$ cat config.mk
export PLATFORM = sky130hd
export DESIGN_NAME = ilem_back_flat
export DESIGN_NICKNAME = d
export VERILOG_FILES = /design/src/hdl/ilem_pkg.sv /design/src/hdl/ilem_if.sv /design/src/hdl/ilem_back.sv /design/src/flat_wrapper.sv
export VERILOG_INCLUDE_DIRS = /design/src /design/src/hdl
export SDC_FILE = /design/constraint.sdc
export NUM_CORES = 1
export LEC_CHECK = 0
export BUFFER_PORTS_ARGS = -buffer_cell sky130_fd_sc_hd__buf_4
export CELL_PAD_IN_SITES_DETAIL_PLACEMENT = 1
export CELL_PAD_IN_SITES_GLOBAL_PLACEMENT = 1
export CORE_MARGIN = 2
export CORE_UTILIZATION = 45
export DETAILED_ROUTE_END_ITERATION = 6
export PLACE_DENSITY = 0.79
export SYNTH_ARGS = -nofsm -noshare
export SYNTH_HDL_FRONTEND = slang
export SYNTH_SLANG_ARGS = --single-unit
$ cat constraint.sdc
create_clock -name clk -period 5.29 [get_ports clk]
set_clock_uncertainty 0.2 [all_clocks]
set_input_delay 0.2645 -clock clk [delete_from_list [all_inputs] [get_ports clk]]
set_output_delay 0.2645 -clock clk [all_outputs]
set_load 0.01 [all_outputs]
$ cat src/hdl/ising_lattice_energy_magnetization_unit_macros.svh
// ----------------------------------------------------------------------------
// Assertion macros for the Ising lattice energy and magnetisation unit
// Shorthand for clocked implication checks that report through $error.
// ----------------------------------------------------------------------------
`ifndef ISING_LATTICE_ENERGY_MAGNETIZATION_UNIT_MACROS_SVH
`define ISING_LATTICE_ENERGY_MAGNETIZATION_UNIT_MACROS_SVH

// Same-cycle implication: whenever ante holds, cons holds too.
`define ILEM_ASSERT_IMP(lbl, clk, rst_n, ante, cons, msg) \
  lbl: assert property (@(posedge clk) disable iff (!rst_n) (ante) |-> (cons)) \
    else $error(msg);

// Next-cycle implication: whenever ante holds, cons holds in the next cycle.
`define ILEM_ASSERT_NXT(lbl, clk, rst_n, ante, cons, msg) \
  lbl: assert property (@(posedge clk) disable iff (!rst_n) (ante) |=> (cons)) \
    else $error(msg);

`endif

$ cat src/hdl/ilem_pkg.sv
// ----------------------------------------------------------------------------
// ilem_pkg
// Field widths, payload types and fixed constants of the lattice unit.
// ----------------------------------------------------------------------------
package ilem_pkg;

  localparam int SPIN_W     = 14;  // total spin field
  localparam int ENERGY_W   = 15;  // total energy field
  localparam int CFG_W      = 7;   // side length register
  localparam int SIDE_MIN   = 2;   // smallest usable side
  localparam int SIDE_RESET = 32;  // side after reset, before clamping
  localparam int JOB_DEPTH  = 2;   // entries in the front-to-back job queue

  typedef logic signed [SPIN_W-1:0]   total_spin_t;
  typedef logic signed [ENERGY_W-1:0] total_energy_t;
  typedef logic [CFG_W-1:0]           side_cfg_t;

endpackage

$ cat src/hdl/ilem_if.sv


interface ilem_out_if;
  logic                 valid;
  logic                 ready;
  ilem_pkg::total_spin_t   total_spin;
  ilem_pkg::total_energy_t total_energy;

  modport source (output valid, output total_spin, output total_energy, input ready);
  modport sink   (input valid, input total_spin, input total_energy, output ready);
endinterface


$ cat src/hdl/ilem_back.sv
// ----------------------------------------------------------------------------
// ilem_back
// Scan the spin store once per frame, sum bond energies, register the result.
// ----------------------------------------------------------------------------
`include "ising_lattice_energy_magnetization_unit_macros.svh"

module ilem_back #(
  parameter int MAX_SIDE = 64,
  localparam int DEPTH   = MAX_SIDE * MAX_SIDE,
  localparam int ADDR_W  = $clog2(DEPTH),
  localparam int SIDE_W  = $clog2(MAX_SIDE + 1)
) (
  input  logic                  clk,
  input  logic                  rst_n,
  input  logic [SIDE_W-1:0]     side,
  input  logic                  job_empty,
  input  ilem_pkg::total_spin_t job_data,
  output logic                  job_pop,
  output logic                  busy,
  output logic [ADDR_W-1:0]     ram_raddr_a,
  output logic [ADDR_W-1:0]     ram_raddr_b,
  input  logic                  ram_rdata_a,
  input  logic                  ram_rdata_b,
  ilem_out_if.source            out_ch
);

  localparam logic [1:0] ST_IDLE  = 2'd0;
  localparam logic [1:0] ST_SCAN  = 2'd1;
  localparam logic [1:0] ST_DRAIN = 2'd2;

  localparam int EW = ilem_pkg::ENERGY_W;

  logic [1:0]              state_r, state_nxt;
  logic [SIDE_W-1:0]       col_r, col_nxt;
  logic [SIDE_W-1:0]       row_r, row_nxt;
  logic [ADDR_W-1:0]       cur_addr_r, cur_addr_nxt;
  logic [ADDR_W-1:0]       down_addr_r, down_addr_nxt;
  ilem_pkg::total_spin_t   spin_r, spin_nxt;
  ilem_pkg::total_energy_t energy_r, energy_nxt;
  logic                    v1_r, v1_nxt;
  logic                    first1_r, first1_nxt;
  logic                    end1_r, end1_nxt;
  logic                    fin1_r, fin1_nxt;
  logic                    prev_r, prev_nxt;
  logic                    rowfirst_r, rowfirst_nxt;
  logic                    out_valid_r, out_valid_nxt;
  ilem_pkg::total_spin_t   out_spin_r, out_spin_nxt;
  ilem_pkg::total_energy_t out_energy_r, out_energy_nxt;

  logic [SIDE_W-1:0]       side_last;
  logic                    col_end;
  logic                    row_last;
  logic signed [2:0]       d_down, d_right, d_wrap, delta;
  ilem_pkg::total_energy_t energy_sum;

  assign side_last = side - SIDE_W'(1);
  assign col_end   = (col_r == side_last);
  assign row_last  = (row_r == side_last);

  // each bond adds +1 when its spins differ and -1 when they agree
  always_comb begin
    d_down  = (ram_rdata_a ^ ram_rdata_b) ? 3'sd1 : -3'sd1;
    d_right = first1_r ? 3'sd0 : ((prev_r ^ ram_rdata_a) ? 3'sd1 : -3'sd1);
    d_wrap  = !end1_r ? 3'sd0 : ((rowfirst_r ^ ram_rdata_a) ? 3'sd1 : -3'sd1);
    delta   = d_down + d_right + d_wrap;
    energy_sum = energy_r + {{(EW-3){delta[2]}}, delta};
  end

  always_comb begin
    state_nxt      = state_r;
    col_nxt        = col_r;
    row_nxt        = row_r;
    cur_addr_nxt   = cur_addr_r;
    down_addr_nxt  = down_addr_r;
    spin_nxt       = spin_r;
    energy_nxt     = energy_r;
    v1_nxt         = 1'b0;
    first1_nxt     = first1_r;
    end1_nxt       = end1_r;
    fin1_nxt       = 1'b0;
    prev_nxt       = prev_r;
    rowfirst_nxt   = rowfirst_r;
    out_valid_nxt  = out_valid_r;
    out_spin_nxt   = out_spin_r;
    out_energy_nxt = out_energy_r;
    job_pop        = 1'b0;

    if (out_valid_r && out_ch.ready) begin
      out_valid_nxt = 1'b0;
    end

    // read data of the site issued last cycle
    if (v1_r) begin
      energy_nxt = energy_sum;
      prev_nxt   = ram_rdata_a;
      if (first1_r) begin
        rowfirst_nxt = ram_rdata_a;
      end
      if (fin1_r) begin
        out_valid_nxt  = 1'b1;
        out_spin_nxt   = spin_r;
        out_energy_nxt = energy_sum;
      end
    end

    unique case (state_r)
      ST_IDLE: begin
        if (!job_empty && !out_valid_r) begin
          job_pop       = 1'b1;
          spin_nxt      = job_data;
          energy_nxt    = '0;
          col_nxt       = '0;
          row_nxt       = '0;
          cur_addr_nxt  = '0;
          down_addr_nxt = ADDR_W'(side);
          state_nxt     = ST_SCAN;
        end
      end
      ST_SCAN: begin
        v1_nxt       = 1'b1;
        first1_nxt   = (col_r == '0);
        end1_nxt     = col_end;
        fin1_nxt     = col_end && row_last;
        cur_addr_nxt = cur_addr_r + ADDR_W'(1);
        if (col_end) begin
          col_nxt = '0;
          row_nxt = row_r + SIDE_W'(1);
          // the row before the last looks down onto row zero next
          if (row_r == side - SIDE_W'(2)) begin
            down_addr_nxt = '0;
          end else begin
            down_addr_nxt = down_addr_r + ADDR_W'(1);
          end
          if (row_last) begin
            state_nxt = ST_DRAIN;
          end
        end else begin
          col_nxt       = col_r + SIDE_W'(1);
          down_addr_nxt = down_addr_r + ADDR_W'(1);
        end
      end
      ST_DRAIN: begin
        state_nxt = ST_IDLE;
      end
      default: begin
        state_nxt = ST_IDLE;
      end
    endcase
  end

  always_ff @(posedge clk) begin
    if (!rst_n) begin
      state_r     <= ST_IDLE;
      v1_r        <= 1'b0;
      fin1_r      <= 1'b0;
      out_valid_r <= 1'b0;
    end else begin
      state_r     <= state_nxt;
      v1_r        <= v1_nxt;
      fin1_r      <= fin1_nxt;
      out_valid_r <= out_valid_nxt;
    end
  end

  always_ff @(posedge clk) begin
    col_r        <= col_nxt;
    row_r        <= row_nxt;
    cur_addr_r   <= cur_addr_nxt;
    down_addr_r  <= down_addr_nxt;
    spin_r       <= spin_nxt;
    energy_r     <= energy_nxt;
    first1_r     <= first1_nxt;
    end1_r       <= end1_nxt;
    prev_r       <= prev_nxt;
    rowfirst_r   <= rowfirst_nxt;
    out_spin_r   <= out_spin_nxt;
    out_energy_r <= out_energy_nxt;
  end

  assign busy         = (state_r != ST_IDLE);
  assign ram_raddr_a  = cur_addr_r;
  assign ram_raddr_b  = down_addr_r;
  assign out_ch.valid        = out_valid_r;
  assign out_ch.total_spin   = out_spin_r;
  assign out_ch.total_energy = out_energy_r;

  `ILEM_ASSERT_IMP(a_scan_in_bounds, clk, rst_n, state_r == ST_SCAN,
                   (col_r < side) && (row_r < side), "scan position outside lattice")
  `ILEM_ASSERT_IMP(a_scan_out_empty, clk, rst_n, state_r == ST_SCAN,
                   !out_valid_r, "result register occupied during scan")
  `ILEM_ASSERT_IMP(a_fin_in_drain, clk, rst_n, fin1_r,
                   v1_r && (state_r == ST_DRAIN), "final site seen outside drain")
  `ILEM_ASSERT_NXT(a_fin_loads_out, clk, rst_n, fin1_r,
                   out_valid_r, "finished scan did not load result")

endmodule
$ cat src/flat_wrapper.sv
// flat-port wrapper written by rule: the top's interface ports become plain ports
module ilem_back_flat 
#(
  parameter int MAX_SIDE = 64,
  localparam int DEPTH   = MAX_SIDE * MAX_SIDE,
  localparam int ADDR_W  = $clog2(DEPTH),
  localparam int SIDE_W  = $clog2(MAX_SIDE + 1)
)
  (clk, rst_n, side, job_empty, job_data, job_pop, busy, ram_raddr_a, ram_raddr_b, ram_rdata_a, ram_rdata_b, out_ch_valid, out_ch_total_spin, out_ch_total_energy, out_ch_ready);
  ilem_out_if out_ch_i ();
  input  logic clk;
  input  logic rst_n;
  input  logic [SIDE_W-1:0] side;
  input  logic job_empty;
  input  ilem_pkg::total_spin_t job_data;
  output logic job_pop;
  output logic busy;
  output logic [ADDR_W-1:0] ram_raddr_a;
  output logic [ADDR_W-1:0] ram_raddr_b;
  input  logic ram_rdata_a;
  input  logic ram_rdata_b;
  output wire logic [$bits(out_ch_i.valid)-1:0] out_ch_valid;
  output wire logic [$bits(out_ch_i.total_spin)-1:0] out_ch_total_spin;
  output wire logic [$bits(out_ch_i.total_energy)-1:0] out_ch_total_energy;
  input wire logic [$bits(out_ch_i.ready)-1:0] out_ch_ready;
  assign out_ch_valid = out_ch_i.valid;
  assign out_ch_total_spin = out_ch_i.total_spin;
  assign out_ch_total_energy = out_ch_i.total_energy;
  assign out_ch_i.ready = out_ch_ready;
  ilem_back #(.MAX_SIDE(MAX_SIDE)) u_core (.clk(clk), .rst_n(rst_n), .side(side), .job_empty(job_empty), .job_data(job_data), .job_pop(job_pop), .busy(busy), .ram_raddr_a(ram_raddr_a), .ram_raddr_b(ram_raddr_b), .ram_rdata_a(ram_rdata_a), .ram_rdata_b(ram_rdata_b), .out_ch(out_ch_i));
endmodule
## Yosys cells after proc, flatten, opt, wreduce, memory -nomap -nowiden

Cells that the tools add are included.

| storage, ports and cells | value |
|---|---|
| flip-flop bits (word level) | 105 |
| input port bits | 27 |
| output and inout bits | 56 |

| cells by class | value |
|---|---|
| $add $sub $neg | 9 |
| equal/unequal tests | 7 |
| multiplexer cells | 29 |
| bitwise gates (word level) | 3 |
| reductions and logical operators | 16 |

Operators by type and width:

| operator | count |
|---|---|
| $mux W12 | 4 |
| $pmux W12 S2 | 2 |
| $mux W15 | 3 |
| $pmux W7 S2 | 2 |
| $add A12 B1 Y12 const B | 2 |
| $eq A7 B7 Y1 | 3 |
| $mux W7 | 3 |
| $add A15 B15 Y15 | 1 |
| $mux W3 | 5 |
| $add A7 B1 Y7 const B | 2 |
| $reduce_and A2 Y1 | 5 |
| $logic_not A7 Y1 | 1 |
| $sub A7 B1 Y7 const B | 1 |
| $sub A7 B2 Y7 const B | 1 |
| $add A3 B3 Y3 | 2 |
| $mux W1 | 6 |
| $mux W2 | 3 |
| $ne A2 B1 Y1 const B | 3 |
| $reduce_and A3 Y1 | 2 |
| $pmux W2 S2 | 1 |
| $reduce_bool A2 Y1 | 2 |
| $logic_and A1 B1 Y1 | 3 |
| $xor A1 B1 Y1 | 3 |
| $eq A2 B1 Y1 const B | 1 |
| 2 further kinds | 3 |

## Depth between registers and ports, before layout

Gate-level depths: netlist of run 1.

| logic depth | value |
|---|---|
| depth after elaboration | 9 |
| mapped depth | 13 |

## Worst setup path after synthesis of run 1

No wires, ideal clock.

| timing | value |
|---|---|
| path type | flip-flop to flip-flop |
| start point | register u_core.prev_r |
| end point | register u_core.out_energy_r[14] (netlist: u_core.out_ch.total_energy[14]) (data pin) |
| library setup time | 0.262 ns |
| arrival | 4.127 ns |
| path slack | 0.701 ns |
| stages on the path, launching flop included | 14 |
| path buffers | 0 |
| cells stage by stage | edfxtp_1 > xor2_1 > nor2_1 > fa_1 > ha_1 > xnor2_1 > xnor2_1 > ha_1 > and2_1 > a32o_1 > a21oi_1 > nand4b_1 > and4_1 > or2_2 |

| on the way | value |
|---|---|
| word-level cells in the longest chain between the ends | 6 |

RTL lines:

| what | RTL line | RTL |
|---|---|---|
| start, declared | ilem_back.sv:44 | `logic prev_r, prev_nxt;` |
| start signal, assigned | ilem_back.sv:174 | `prev_r <= prev_nxt;` |
| $xor A1 B1 Y1 | ilem_back.sv:63 | `d_right = first1_r ? 3'sd0 : ((prev_r ^ ram_rdata_a) ? 3'sd1 : -3'sd1);` |
| $mux W3 (2 in a row) | ilem_back.sv:63 |  |
| $add A3 B3 Y3 (2 in a row) | ilem_back.sv:65 | `delta = d_down + d_right + d_wrap;` |
| $add A15 B15 Y15 | ilem_back.sv:66 | `energy_sum = energy_r + {{(EW-3){delta[2]}}, delta};` |
| named net u_core.energy_sum[14] | ilem_back.sv:54 | `ilem_pkg::total_energy_t energy_sum;` |
| end signal, assigned | ilem_back.sv:177 | `out_energy_r <= out_energy_nxt;` |
| end, declared | ilem_back.sv:48 | `ilem_pkg::total_energy_t out_energy_r, out_energy_nxt;` |

The timed path passes the listed nets, and every way through them passes these cells.
A chain may end at the register's enable or synchronous reset.

## Worst setup path after layout of run 1

| timing | value |
|---|---|
| start point | input ram_rdata_a |
| end point | register u_core.out_energy_r[14] (netlist: u_core.out_ch.total_energy[14]) (data pin) |

| on the way | value |
|---|---|
| word-level cells in the longest chain between the ends | 6 |
| elaborated cells on any way between the ends | 11 |
| those cells by class | 3 x add/sub; 5 x mux; 3 x bitwise |

RTL lines:

| what | RTL line | RTL |
|---|---|---|
| start, declared | flat_wrapper.sv:20 | `input logic ram_rdata_a;` |
| $xor A1 B1 Y1 | ilem_back.sv:63 |  |
| $mux W3 (2 in a row) | ilem_back.sv:63 |  |
| $add A3 B3 Y3 | ilem_back.sv:65 |  |
| $add A3 B3 Y3 * | ilem_back.sv:65 |  |
| $add A15 B15 Y15 * | ilem_back.sv:66 |  |
| named net u_core.energy_sum[14] | ilem_back.sv:54 |  |

The timed path passes the listed nets; every way through them passes the cells marked *.

==> results of run 1 <==
sequential cells by signal (all words and copies together), names as in the netlist, 2 cells and up:
register                    cells
u_core.row_r                    7
u_core.col_r                    7
u_core.ram_raddr_b             12
u_core.out_ch.total_energy     15
u_core.state_r                  2
u_core.out_ch.total_spin       14
u_core.ram_raddr_a             12
u_core.energy_r                15
u_core.spin_r                  14
Yosys cell counts, types with 9 or more instances:
cell type / instances
sky130_fd_sc_hd__and3_1: 11
sky130_fd_sc_hd__nor3_1: 9
sky130_fd_sc_hd__nor2_1: 50
sky130_fd_sc_hd__o21ai_0: 17
sky130_fd_sc_hd__xor2_1: 31
sky130_fd_sc_hd__nand3_1: 22
sky130_fd_sc_hd__edfxtp_1: 85
sky130_fd_sc_hd__and2_1: 10
sky130_fd_sc_hd__a21oi_1: 23
sky130_fd_sc_hd__xnor2_1: 31
sky130_fd_sc_hd__inv_1: 16
sky130_fd_sc_hd__ha_1: 26
sky130_fd_sc_hd__clkbuf_1: 11
sky130_fd_sc_hd__nand2_1: 29
sky130_fd_sc_hd__mux2i_1: 11
sky130_fd_sc_hd__dfxtp_1: 20
placed cells by master (no fill, tap or decap), types with 3 or more instances in the layout:
cell                            netlist  layout
sky130_fd_sc_hd__nand3_1             22      22
sky130_fd_sc_hd__inv_1               16      16
sky130_fd_sc_hd__dfxtp_1             20      20
sky130_fd_sc_hd__nand2_1             29      29
sky130_fd_sc_hd__nand2b_1             3       3
sky130_fd_sc_hd__nor2_1              50      50
sky130_fd_sc_hd__a31oi_1              5       5
sky130_fd_sc_hd__and2_1              10      10
sky130_fd_sc_hd__a21o_1               6       6
sky130_fd_sc_hd__dlygate4sd3_1        0      16
sky130_fd_sc_hd__and3_1              11      11
sky130_fd_sc_hd__a211oi_1             8       8
sky130_fd_sc_hd__ha_1                26      26
sky130_fd_sc_hd__a21oi_1             23      23
sky130_fd_sc_hd__mux2i_1             11      11
sky130_fd_sc_hd__xor2_1              31      31
sky130_fd_sc_hd__nor3_1               9       9
sky130_fd_sc_hd__buf_4                1      88
sky130_fd_sc_hd__or3_1                8       8
sky130_fd_sc_hd__xnor2_1             31      30
sky130_fd_sc_hd__o211ai_1             3       3
sky130_fd_sc_hd__nand4_1              5       5
sky130_fd_sc_hd__o21ai_0             17      17
sky130_fd_sc_hd__inv_8                0       3
sky130_fd_sc_hd__o21a_1               3       3
sky130_fd_sc_hd__edfxtp_1            85      85
sky130_fd_sc_hd__clkbuf_16            0       9
what timing repair did:
action / CTS / global route
gates resized for setup: 0 / 1
endpoints found under the setup margin: 0 / 2
endpoints found under the hold margin: 19 / 0
hold buffers: 16 / 0
stage by stage:
| stage | hold slack (ns) | setup slack (ns) |
|---|---|---|
| 5_1_grt | 0.0410 | 0.198 |
| 3_3_place_gp | 0.200 | 0.539 |
| 3_5_place_dp | 0.208 | 0.366 |
| 2_1_floorplan | 0.163 | 0.701 |
| 6_report | 0.0258 | 0.513 |
| 4_1_cts | 0.0147 | 0.176 |
routing by layer:
metal	vias to the layer above	wire, µm	share of wire	GRT usage
met2	77	6830	0.53	0.375
li1	1954	-	-	-
met3	12	431	0.033	0.0492
met4	0	156	0.012	0.0626
met5	-	0	0	0
met1	1969	5500	0.43	0.252
worst paths after layout:
check                             startpoint                                  endpoint  slack, ns  cells past startpoint
hold reg to reg   u_core.spin_r[5]$_DFFE_PP_     u_core.out_ch.total_spin[5]$_DFFE_PP_       0.23                      0
hold / removal                  out_ch_ready            u_core.out_ch.valid$_SDFF_PN0_       0.03                      3
setup / recovery                 ram_rdata_a  u_core.out_ch.total_energy[14]$_DFFE_PP_       0.51                     15
setup reg to reg     u_core.prev_r$_DFFE_PP_  u_core.out_ch.total_energy[14]$_DFFE_PP_       0.73                     13
logic make-up (layout without fill, tap and decap cells):
kind of cell	Yosys count	after routing	share of synthesized area
buf+inv	34	138	0.0255
mux	12	12	0.0220
flops	105	105	0.536
xor+xnor	62	62	0.0986
fa+ha+maj	28	28	0.0664
simple gates	167	167	0.157
compound gates	78	78	0.0939
power by group through the flow:
| stage | logic (µW) | clock network (µW) | registers (µW) |
|---|---|---|---|
| after floorplan | 816 | 0 | 1160 |
| after global placement | 1050 | 0 | 1170 |
| after detailed placement | 1120 | 0 | 1180 |
| after CTS | 1140 | 693 | 1160 |
| after global routing | 1290 | 720 | 1180 |
| final | 1150 | 670 | 1160 |
final cells by class:
class	instances	area, µm²
clock buffer	9	225
clock inverter	7	82.6
multi-input combinational	347	2420
fill	1274	5210
tap	147	184
sequential	105	2950
timing repair buffer	104	821
inverter	18	67.6
worst max-delay path, stage by stage:
cell and delay, ns:
sky130_fd_sc_hd__dlygate4sd3_1 0.54, sky130_fd_sc_hd__buf_4 0.16, sky130_fd_sc_hd__xor2_1 0.16, sky130_fd_sc_hd__nor2_1 0.16, sky130_fd_sc_hd__fa_1 0.50, sky130_fd_sc_hd__ha_1 0.24, sky130_fd_sc_hd__xnor2_1 0.16, sky130_fd_sc_hd__xnor2_2 0.55
sky130_fd_sc_hd__ha_1 0.42, sky130_fd_sc_hd__a21oi_1 0.25, sky130_fd_sc_hd__o211ai_1 0.21, sky130_fd_sc_hd__a21oi_1 0.36, sky130_fd_sc_hd__nand4b_1 0.20, sky130_fd_sc_hd__and4_1 0.23, sky130_fd_sc_hd__or2_2 0.28
==> results by stage, run 1 <==
Power and ir drop:
- After layout, the design draws a total of between 2000 and 3000 µW.
- The portion of total power attributed to the clock network is 0.225.
- For this design the static power due to leakage is 0.00268 µW.
- The fraction of power consumed by combinational cells is 0.385.
- In this run the power spent charging and discharging nets is about 1100 µW.
- The internal power contribution is 1880 µW.
- The maximum VDD drop is 0.266 mV.
- The sequential share of power is 0.390.
- Of the total power, the share spent switching nets is 0.369.
- The areal power density over the cells is 441 nW/µm².

Timing:
- The count of final max-slew check failures is 0.
- The number of hold-slack violations in the final timing report is 0.
- The slew at the pin closest to its max-slew limit is slightly below 0.8 ns.
- Setup repair after global routing left no endpoint under its margin.
- The upper clock frequency limit is ~0.21 GHz.
- The relative slew slack is 0.475.
- The clock period minus worst slack is around 4.8 ns.
- Dividing the final minimum period by the clock period gives 0.903.
- The total negative setup slack is 0 ns.
- Setup violations remaining at the end of the flow were counted as 0.

Clock network:
- The root buffer cell is sky130_fd_sc_hd__clkbuf_16.
- The clock-pin slew reported for the worst setup and hold paths after clock tree synthesis is roughly 0.080 ns.
- The clock latency on the worst-skew pair is between 0.3 and 0.4 ns.
- The CTS sink count is between 100 and 150.
- The maximum buffer depth of the clock tree is 2.
- The total clock buffers created by CTS is 9.
- The TritonCTS clock tree is built.
- The number of buffers added for setup after CTS is 0.
- The clock tree synthesis step divided the H-tree into 3 levels.

Placed design:
- The placed wire-length estimate is ~9200 µm.
- The routability congestion estimate is slightly above 0.8.
- Counting tap cells, the placed design contains a total of just over 700 instances.
- During placement, the flow inserted port buffers numbering slightly above 80.
- The area after detailed placement is 6280 µm².

Global route:
- The total overflow left after global routing is 0.
- The number of global-route vias before repair is roughly 4300.
- The global-route wire length before repair is ~22000 µm.
- The number of antenna violations at the first check in global routing came to 0.
- Across every metal layer, demand over resource in global routing totals 0.210.
- The pin count of the biggest net entering global routing is 33.

Logic synthesis:
- The portion of the post-synthesis area used by sequential elements is 0.536.
- The number of enable-type register cells in the synthesized netlist is 85.
- The synthesized area per cell is ~11 µm².
- The count of distinct cell types in the synthesized netlist is 58.
- The count of warnings emitted by yosys is 0.
- The number of cells produced by synthesis is around 490.
- The cell area that synthesis handed to floorplanning was approximately 5500 µm².
- The number of nets handed over by synthesis was 541.
- The primary flip-flop cell chosen by synthesis mapping is sky130_fd_sc_hd__edfxtp_1.
- For this run, asynchronously set or reset flops after synthesis account for 0.
- The area share of the largest cell type after synthesis is 0.464.
- sky130_fd_sc_hd__edfxtp_1 takes more of the synthesized area than any other cell.
- Sorting the synthesized cells by area gives the leading types as sky130_fd_sc_hd__edfxtp_1, sky130_fd_sc_hd__dfxtp_1, sky130_fd_sc_hd__ha_1, sky130_fd_sc_hd__xnor2_1, sky130_fd_sc_hd__xor2_1.
- The post-synthesis register bit count is approximately 110.

Status:
- The flow ran to the end, and the final reports show no timing, DRC or antenna violations.

Finish:
- In the final design database the tool counted 640 nets.
- The count of inserted antenna diode cells is 0.
- In the final layout, the share of cells above drive strength 1 is 0.202.
- The final instance count without filler cells is ~740.
- Compared with the post-synthesis result, the final layout area differs by 22.7%.
- The final non-filler cell area is slightly below 7000 µm².
- For this run, the share of the core covered by cells in the final layout is 0.565.

Routing:
- The count of nets left with antenna violations once routing finished came out at 0.
- The number of detailed-routing iterations run before antenna repair is 6.
- The initial detailed-routing violation count is around 240.
- For this run, design rule violations remaining after detail routing come to 0.
- The total length of routed wires is 12900 µm.
- The post-detailed-route via-to-cell ratio is approximately 5.4.
- The final route contains around 4000 vias.
- The average routed wire per standard cell is between 15 and 20 µm.

Die:
- The x dimension of the die is 115 µm.
- The total area inside the core boundary comes to between 10000 and 15000 µm².
- The number of primary I/O pins is 83.
- The starting utilization of the core area is 0.460.
- The full die area is 13100 µm².
- The total number of placement rows is 40.
- The die boundary height is roughly 110 µm.

Setup path:
- The critical path endpoint category is a register.
- At the worst endpoint, the arrival time is about 4.7 ns.
- STA puts the critical path data required time at between 5 and 6 ns.
- The setup path with the least slack is of type in2reg.
- Along the worst path, the maximum fanout reaches 13.
- STA classifies the critical path startpoint as a primary input.

Job:
- The count of maximum capacitance violations is 0.

Worst hold path:
- The type of the most critical hold path is in2reg.
No activity file was read; power rests on OpenSTA's default activity.
==> run 2: changes to the inputs <==
==> constraint.sdc (replaced) <==
create_clock -name clk -period 4.8 [get_ports clk]
set_clock_uncertainty 0.2 [all_clocks]
set_input_delay 0.24 -clock clk [delete_from_list [all_inputs] [get_ports clk]]
set_output_delay 0.24 -clock clk [all_outputs]
set_load 0.01 [all_outputs]
==> run 2 against run 1 <==
Die area did not move; global-route usage rose by 0.11 points; non-clock buffer count rose by 4; sequential power up 10%; power up 11%; register-to-register slack got worse by 0.31 ns; count of clock-buffer cells in the layout increased by 2; flip-flop and latch count unchanged; routed wire length barely moved; core utilization is 0.35 points higher; first-iteration DRC count is 25% lower; critical path type unchanged; critical endpoint unchanged; highest routed layer unchanged.
==> results by stage, run 2 (synthesis gave the netlist of run 1 again) <==
Status:
- The flow ran to the end, and the final reports show no timing, DRC or antenna violations.

Timing:
- After layout, the worst setup slack is 0.223 ns.
- The clock period minus worst slack is ~4.6 ns.
- The relative slew slack is 0.465.
- The count of final max-slew check failures is 0.
- Of the available clock period, the critical path in the final layout requires 0.954.
- The slew at the pin closest to its max-slew limit is 0.801 ns.
- The final setup violation count is 0.
- The upper clock frequency limit is around 0.22 GHz.
- The number of hold-slack violations in the final timing report is 0.

Routing:
- The number of detailed-routing iterations run before antenna repair is 4.
- In the routed layout, each cell is associated on average with a via count of ~5.5.
- After the first detailed-routing iteration, the DRC count stood at 180.
- For this block, the routed nets add up to 12900 µm of wire.
- The post-route antenna net violation count is 0.
- In the final routed layout, each cell accounts on average for 17.4 µm.
- The detailed-route DRC error count is 0.
- The number of vias after detailed routing is 4040.

Setup path:
- At the worst endpoint, the arrival time is approximately 4.5 ns.
- The critical setup path kind is in2reg.
- The critical path endpoint category is a register.
- The critical path's slowest cell is sky130_fd_sc_hd__fa_1.
- On the worst path, the slowest cell contributes a delay of 0.59 ns.
- STA classifies the critical path startpoint as a primary input.
- Of all nets on the critical path, the largest fanout is 10.
- At the worst endpoint, the required time is 4.71 ns.
- The signal on the critical path passes through dlygate4sd3_1, buf_4, xor2_1, nor2_1, fa_1, ha_1, xnor2_2, xnor2_4, buf_4, ha_1, nand3_1, o211ai_1, a21oi_1, o31a_1, and4_1, or2_2.

Finish:
- The most common cell after layout, fill and taps aside is sky130_fd_sc_hd__buf_4.
- The count of inserted antenna diode cells is 0.
- Excluding fillers, the count of instances in the completed layout stands at roughly 740.
- After filler insertion, the fill cell instance count of the layout stands at ~1300.
- Of the cells placed in the final design, the portion with a size suffix greater than 1 is 0.204.
- The area growth from synthesis to layout is 23.4%.
- In the layout the commonest cells are sky130_fd_sc_hd__buf_4, sky130_fd_sc_hd__edfxtp_1, sky130_fd_sc_hd__nor2_1.
- For this run, the post-layout net count is around 640.

Global route:
- The global-route wire length before repair is 21600 µm.
- The number of global-route vias before repair was 4378.
- The aggregate global-route resource usage is 0.211.
- The pin count of the biggest net entering global routing is 29.
- The number of antenna violations at the first check in global routing is 0.
- The overflow left after global routing is 0.

Clock network:
- After clock tree synthesis, the clock-pin slew on the worst setup and hold paths is 0.07 ns.
- In this run, CTS created clock tree buffers numbering 9.
- CTS placed an instance of sky130_fd_sc_hd__clkbuf_16 at the clock tree root.
- The number of H-tree levels is 3.
- For this design, the sink count on the clock tree is approximately 110.
- In this run the deepest clock path goes through 2 buffers.
- The TritonCTS clock tree is built.
- The clock reaches the later pin of the worst-skew pair after around 0.36 ns.

Placed design:
- The routability congestion estimate is ~0.83.
- The post-placement worst setup slack is -0.0998 ns.
- The count of input and output buffers is ~80.
- The placed wire-length estimate is slightly above 9000 µm.
- Including well taps, the total number of placed cells is 705.

Power and ir drop:
- The sum of internal, switching and leakage power is between 3000 and 4000 µW.
- Of the total power, the share spent switching nets is 0.356.
- The internal power contribution is roughly 2100 µW.
- The sequential share of power is 0.386.
- The portion of total power attributed to the clock network is 0.227.
- For this design the ratio of total power to cell area is between 400 and 500 nW/µm².
- In this run the power spent charging and discharging nets is ~1200 µW.
- The worst-case IR drop observed on VDD is 0.175 mV.
- In this run the static leakage power is 0.00270 µW.
- The fraction of power consumed by combinational cells is 0.387.

Die:
- The core box area is 12000 µm².
- The die boundary height is 115 µm.
- For this design the top-level I/O count stands at 83.
- The total number of placement rows is 40.
- The full die area is 13100 µm².
- In this run the horizontal extent of the chip is 115 µm.
- For this configuration, the core starts out at a cell density of 0.460.

Worst hold path:
- The tightest min-delay check is of the in2reg type.

Job:
- Max-cap violations in this run came to 0.
run 2: final timing paths:
check / start / to / slack [ns] / cells after the start
hold / removal: side[1] / u_core.ram_raddr_b[1]$_DFFE_PP_ / 0.08 / 3
setup / recovery: ram_rdata_a / u_core.out_ch.total_energy[14]$_DFFE_PP_ / 0.22 / 16
setup reg to reg: u_core.rowfirst_r$_DFFE_PP_ / u_core.out_ch.total_energy[14]$_DFFE_PP_ / 0.42 / 14
hold reg to reg: u_core.spin_r[1]$_DFFE_PP_ / u_core.out_ch.total_spin[1]$_DFFE_PP_ / 0.22 / 0
run 2: layer usage:
metal	track usage	vias to the layer above	share of wire
li1	-	1967	-
met1	0.248	1985	0.43
met2	0.381	67	0.53
met3	0.0386	21	0.029
met4	0.0837	0	0.020
met5	0	-	0
run 2: power groups by stage:
stage / clock network (µW) / logic [µW] / registers (µW)
global route: 802 / 1440 / 1300
detailed placement: 0 / 1220 / 1300
floorplan: 0 / 899 / 1270
finish: 754 / 1280 / 1280
CTS: 773 / 1250 / 1280
global placement: 0 / 1160 / 1290
run 2: metrics by stage:
step | setup TNS (ns) | hold slack, ns | utilization | area [µm²]
floorplan | 0 | 0.139 | - | 5510
global placement | 0 | 0.200 | 0.525 | 6280
detailed placement | -0.0998 | 0.211 | 0.525 | 6280
CTS | 0 | 0.0657 | 0.565 | 6750
finish | 0 | 0.0753 | 0.568 | 6790
global route | -0.0114 | 0.0769 | 0.568 | 6790
run 2: cell type report:
| type | count | area, µm² | share of cell area |
|---|---|---|---|
| sequential | 105 | 2950 | 0.435 |
| multi-input combinational | 347 | 2440 | 0.359 |
| timing repair buffer | 108 | 853 | 0.126 |
| clock buffer | 11 | 233 | 0.0343 |
| tap | 147 | 184 | 0.0271 |
| inverter | 18 | 67.6 | 0.00994 |
| clock inverter | 5 | 65.1 | 0.00958 |
run 2: repair_timing:
| action | CTS | global route |
|---|---|---|
| buffers inserted | 0 | 3 |
| hold buffers | 17 | 0 |
| pin swaps | 0 | 2 |
| endpoints found under the hold margin | 19 | 0 |
| resized for setup | 1 | 2 |
| setup endpoints to repair | 2 | 6 |
run 2: worst max-delay path: cells and delay by family:
kind,cells,cell delay (ns)
adders and majority gates,3,1.23
AOI/OAI and AO/OA,3,0.83
buffers and inverters,3,0.89
xor gates and xnor gates,3,0.64
and+or+nand+nor,4,0.65
==> run 3: changes to the inputs <==
--- a/config.mk
+++ b/config.mk
@@ -13,6 +13,7 @@
 export CORE_UTILIZATION = 45
 export DETAILED_ROUTE_END_ITERATION = 6
 export PLACE_DENSITY = 0.79
+export RECOVER_POWER = 50
 export SYNTH_ARGS = -nofsm -noshare
 export SYNTH_HDL_FRONTEND = slang
 export SYNTH_SLANG_ARGS = --single-unit
==> run 3 against run 2 <==
Global-route usage stayed put; flip-flop and latch count stayed put; sequential power hardly changed; sequential share of layout area is 1.4 points higher; via count is 0.20% higher; routed wire length is 0.23% higher; register-to-register slack hardly changed; first-iteration DRC count is 7.8% higher; core utilization is 1.8 points lower; setup slack hardly changed.
==> results by stage, run 3 (synthesis gave the netlist of run 1 again) <==
Timing:
- The clock period minus worst slack is roughly 4.6 ns.
- The count of final max-slew check failures is 0.
- The number of hold-slack violations in the final timing report is 0.
- For the final routed database, the setup TNS stands at 0 ns.
- In the finished design, the share of the clock period the worst path needs comes to 0.954.
- Timing would allow up to between 0.2 and 0.25 GHz.
- The final setup violation count is 0.
- The relative slew slack is 0.00620.
- The slew at the pin closest to its max-slew limit is around 1.5 ns.

Die:
- The initialized floorplan defines 40 standard-cell rows.
- The number of primary I/O pins is 83.
- For this configuration, the core starts out at a cell density of 0.460.
- The core box area is between 10000 and 15000 µm².
- The die is about 110 µm wide.
- The full die area is 13100 µm².
- The die is 115 µm tall.

Job:
- The count of maximum capacitance violations is 0.

Routing:
- After detailed routing, the wire length on met1 is around 5500 µm.
- In the final routed layout, each cell accounts on average for roughly 17 µm.
- The uppermost layer routed is met4.
- The number of vias after detailed routing is between 4000 and 5000.
- For this block, the routed nets add up to 13000 µm of wire.
- After detailed routing, the met2 layer carries around 6800 µm of wire.
- The post-route antenna net violation count is 0.
- The detailed-route DRC error count is 0.
- Detailed routing placed a total of around 420 µm of wire on met3.
- After detailed routing, the number of vias per cell comes to between 5 and 6.
- The first detailed-routing pass ran for 4 iterations.
- The initial detailed-routing violation count is 194.

Setup path:
- Following the worst setup path forward leads to its endpoint at u_core.out_ch.total_energy[14]$_DFFE_PP_.
- The critical path endpoint category is a register.
- Setup slack on the worst reg-to-reg path comes out at 0.42 ns.
- The critical register-to-register path startpoint is u_core.rowfirst_r$_DFFE_PP_.
- The setup path with the least slack is of type in2reg.
- The worst setup path is launched from a primary input.
- The launch point of the worst path is ram_rdata_a.
- The endpoint identified for the worst register-to-register timing path is u_core.out_ch.total_energy[14]$_DFFE_PP_.
- The depth of the most critical reg-to-reg path is 14.
- Data on the critical path arrives at its endpoint at between 4 and 5 ns.
- In this run the worst path has a maximum fanout of 10.
- The worst path required time is ~4.7 ns.

Clock network:
- Clock latency on the worst-skew pair, taken at its later pin, is 0.36 ns.
- The clock passes through at most 2 buffers.
- Clock-pin slew was measured on the worst setup and hold paths at 0.07 ns.
- The H-tree was split into 3 levels.
- TritonCTS built the clock tree.
- TritonCTS created 9 clock buffers.
- The root buffer cell is sky130_fd_sc_hd__clkbuf_16.
- The CTS sink count is 105.

Power and ir drop:
- The portion of total power attributed to the clock network is 0.229.
- Cell internal power was estimated by the tool at approximately 2100 µW.
- Power spread over the standard cell area amounts to approximately 500 nW/µm².
- The sum of internal, switching and leakage power is between 3000 and 4000 µW.
- IR analysis of the VDD net gives a maximum drop of approximately 0.17 mV.
- The share of total power dissipated in sequential elements is 0.389.
- Of the total power, the share spent switching nets is 0.359.
- The leakage dissipation is ~0.0025 µW.
- The net load switching power is 1180 µW.
- The share of total power dissipated in combinational logic is 0.382.

Finish:
- Once layout is complete, the utilization of the core stands at 0.550.
- Leaving out fill and tap cells, the most frequent cell in the layout is sky130_fd_sc_hd__edfxtp_1.
- The layout filler cell count is 1309.
- The finished cells cover approximately 6600 µm².
- The combined flip-flop and latch cell area is 2950 µm².
- The synthesis-to-layout area growth is 19.6%.
- In the layout the commonest cells are sky130_fd_sc_hd__edfxtp_1, sky130_fd_sc_hd__clkbuf_1, sky130_fd_sc_hd__nor2_1.
- The number of nets in the layout is about 640.
- The share of layout cells above drive strength 1 is 0.109.
- The count of inserted antenna diode cells is 0.
- The multi-input gate area in the final layout is between 2000 and 2500 µm².

Placed design:
- The count of input and output buffers is between 80 and 90.
- Once placement finished, the instance area stood at roughly 6300 µm².
- The placed wire-length estimate is between 9000 and 10000 µm.
- The congestion estimate from routability-driven global placement came to between 0.8 and 0.9.

Global route:
- The number of global-route vias before repair came to 4378.
- For this run, the total global-route usage over all layers was measured as 0.211.
- The number of antenna violations at the first check in global routing was 0.
- Entering global routing, the biggest net connects 29 pins.
- The global-route wire length before repair is ~22000 µm.
- The overflow left after global routing is 0.

Worst hold path:
- The type of the most critical hold path is in2reg.

Status:
- The flow ran to the end, and the final reports show no timing, DRC or antenna violations.
## run 3: cell types whose count changed in the layout (fill, tap and decap cells not counted)
cell / before / now
sky130_fd_sc_hd__or2_1: 1 / 0
sky130_fd_sc_hd__and2_0: 0 / 4
sky130_fd_sc_hd__and2_1: 10 / 6
sky130_fd_sc_hd__clkbuf_1: 2 / 58
sky130_fd_sc_hd__buf_4: 91 / 21
sky130_fd_sc_hd__clkbuf_4: 0 / 14
sky130_fd_sc_hd__or2_0: 0 / 1
## run 3: what timing repair did
| action | 4_1_cts | 5_1_grt |
|---|---|---|
| resized for setup | 1 | 2 |
| endpoints found under the setup margin | 2 | 6 |
| hold buffers | 17 | 0 |
| buffers inserted | 0 | 3 |
| endpoints found under the hold margin | 19 | 0 |
| pin swaps | 0 | 2 |
## run 3: worst min-delay path by stage
stage,start,end,cells past startpoint
2_1_floorplan,ram_rdata_a,u_core.prev_r$_DFFE_PP_,0
3_3_place_gp,u_core.spin_r[9]$_DFFE_PP_,u_core.out_ch.total_spin[9]$_DFFE_PP_,0
3_5_place_dp,u_core.spin_r[6]$_DFFE_PP_,u_core.out_ch.total_spin[6]$_DFFE_PP_,0
4_1_cts,side[1],u_core.ram_raddr_b[1]$_DFFE_PP_,3
5_1_grt,side[1],u_core.ram_raddr_b[1]$_DFFE_PP_,3
6_report,side[1],u_core.ram_raddr_b[1]$_DFFE_PP_,3
## run 3: per-stage QoR
| step | hold WS (ns) | cells | setup slack [ns] |
|---|---|---|---|
| 6_report | 0.0752 | 741 | 0.223 |
| 5_1_grt | 0.0769 | 741 | -0.0114 |
| 4_1_cts | 0.0657 | 738 | 0.0637 |
| 3_5_place_dp | 0.211 | 705 | -0.0998 |
| 3_3_place_gp | 0.200 | 705 | 0.0930 |
| 2_1_floorplan | 0.139 | 486 | 0.211 |
## run 3: critical path, cell delays in order
cell	delay, ns
sky130_fd_sc_hd__dlygate4sd3_1	0.54
sky130_fd_sc_hd__buf_4	0.16
sky130_fd_sc_hd__xor2_1	0.18
sky130_fd_sc_hd__nor2_1	0.08
sky130_fd_sc_hd__fa_1	0.59
sky130_fd_sc_hd__ha_1	0.28
sky130_fd_sc_hd__xnor2_2	0.28
sky130_fd_sc_hd__xnor2_4	0.18
sky130_fd_sc_hd__buf_4	0.19
sky130_fd_sc_hd__ha_1	0.36
sky130_fd_sc_hd__nand3_1	0.09
sky130_fd_sc_hd__o211ai_1	0.30
sky130_fd_sc_hd__a21oi_1	0.19
sky130_fd_sc_hd__o31a_1	0.34
sky130_fd_sc_hd__and4_1	0.20
sky130_fd_sc_hd__or2_2	0.28
## run 3: power by group through the flow
stage               sequential (µW)  combinational [µW]  clock, µW
CTS                            1280                1250        773
global placement               1290                1160          0
detailed placement             1300                1220          0
floorplan                      1270                 899          0
global route                   1300                1420        802
finish                         1280                1260        755
## run 3: area by class of cell
type | count | share of cell area
tap | 147 | 0.0279
multi-input combinational | 347 | 0.370
sequential | 105 | 0.448
clock inverter | 5 | 0.00988
timing repair buffer | 108 | 0.0977
clock buffer | 11 | 0.0353
inverter | 18 | 0.0103
## run 3: routing by layer
metal  GRT usage  vias to the layer above
li1            -                     1968
met1       0.248                     1987
met2       0.381                       72
met3      0.0386                       21
met4      0.0837                        0
met5           0                        -
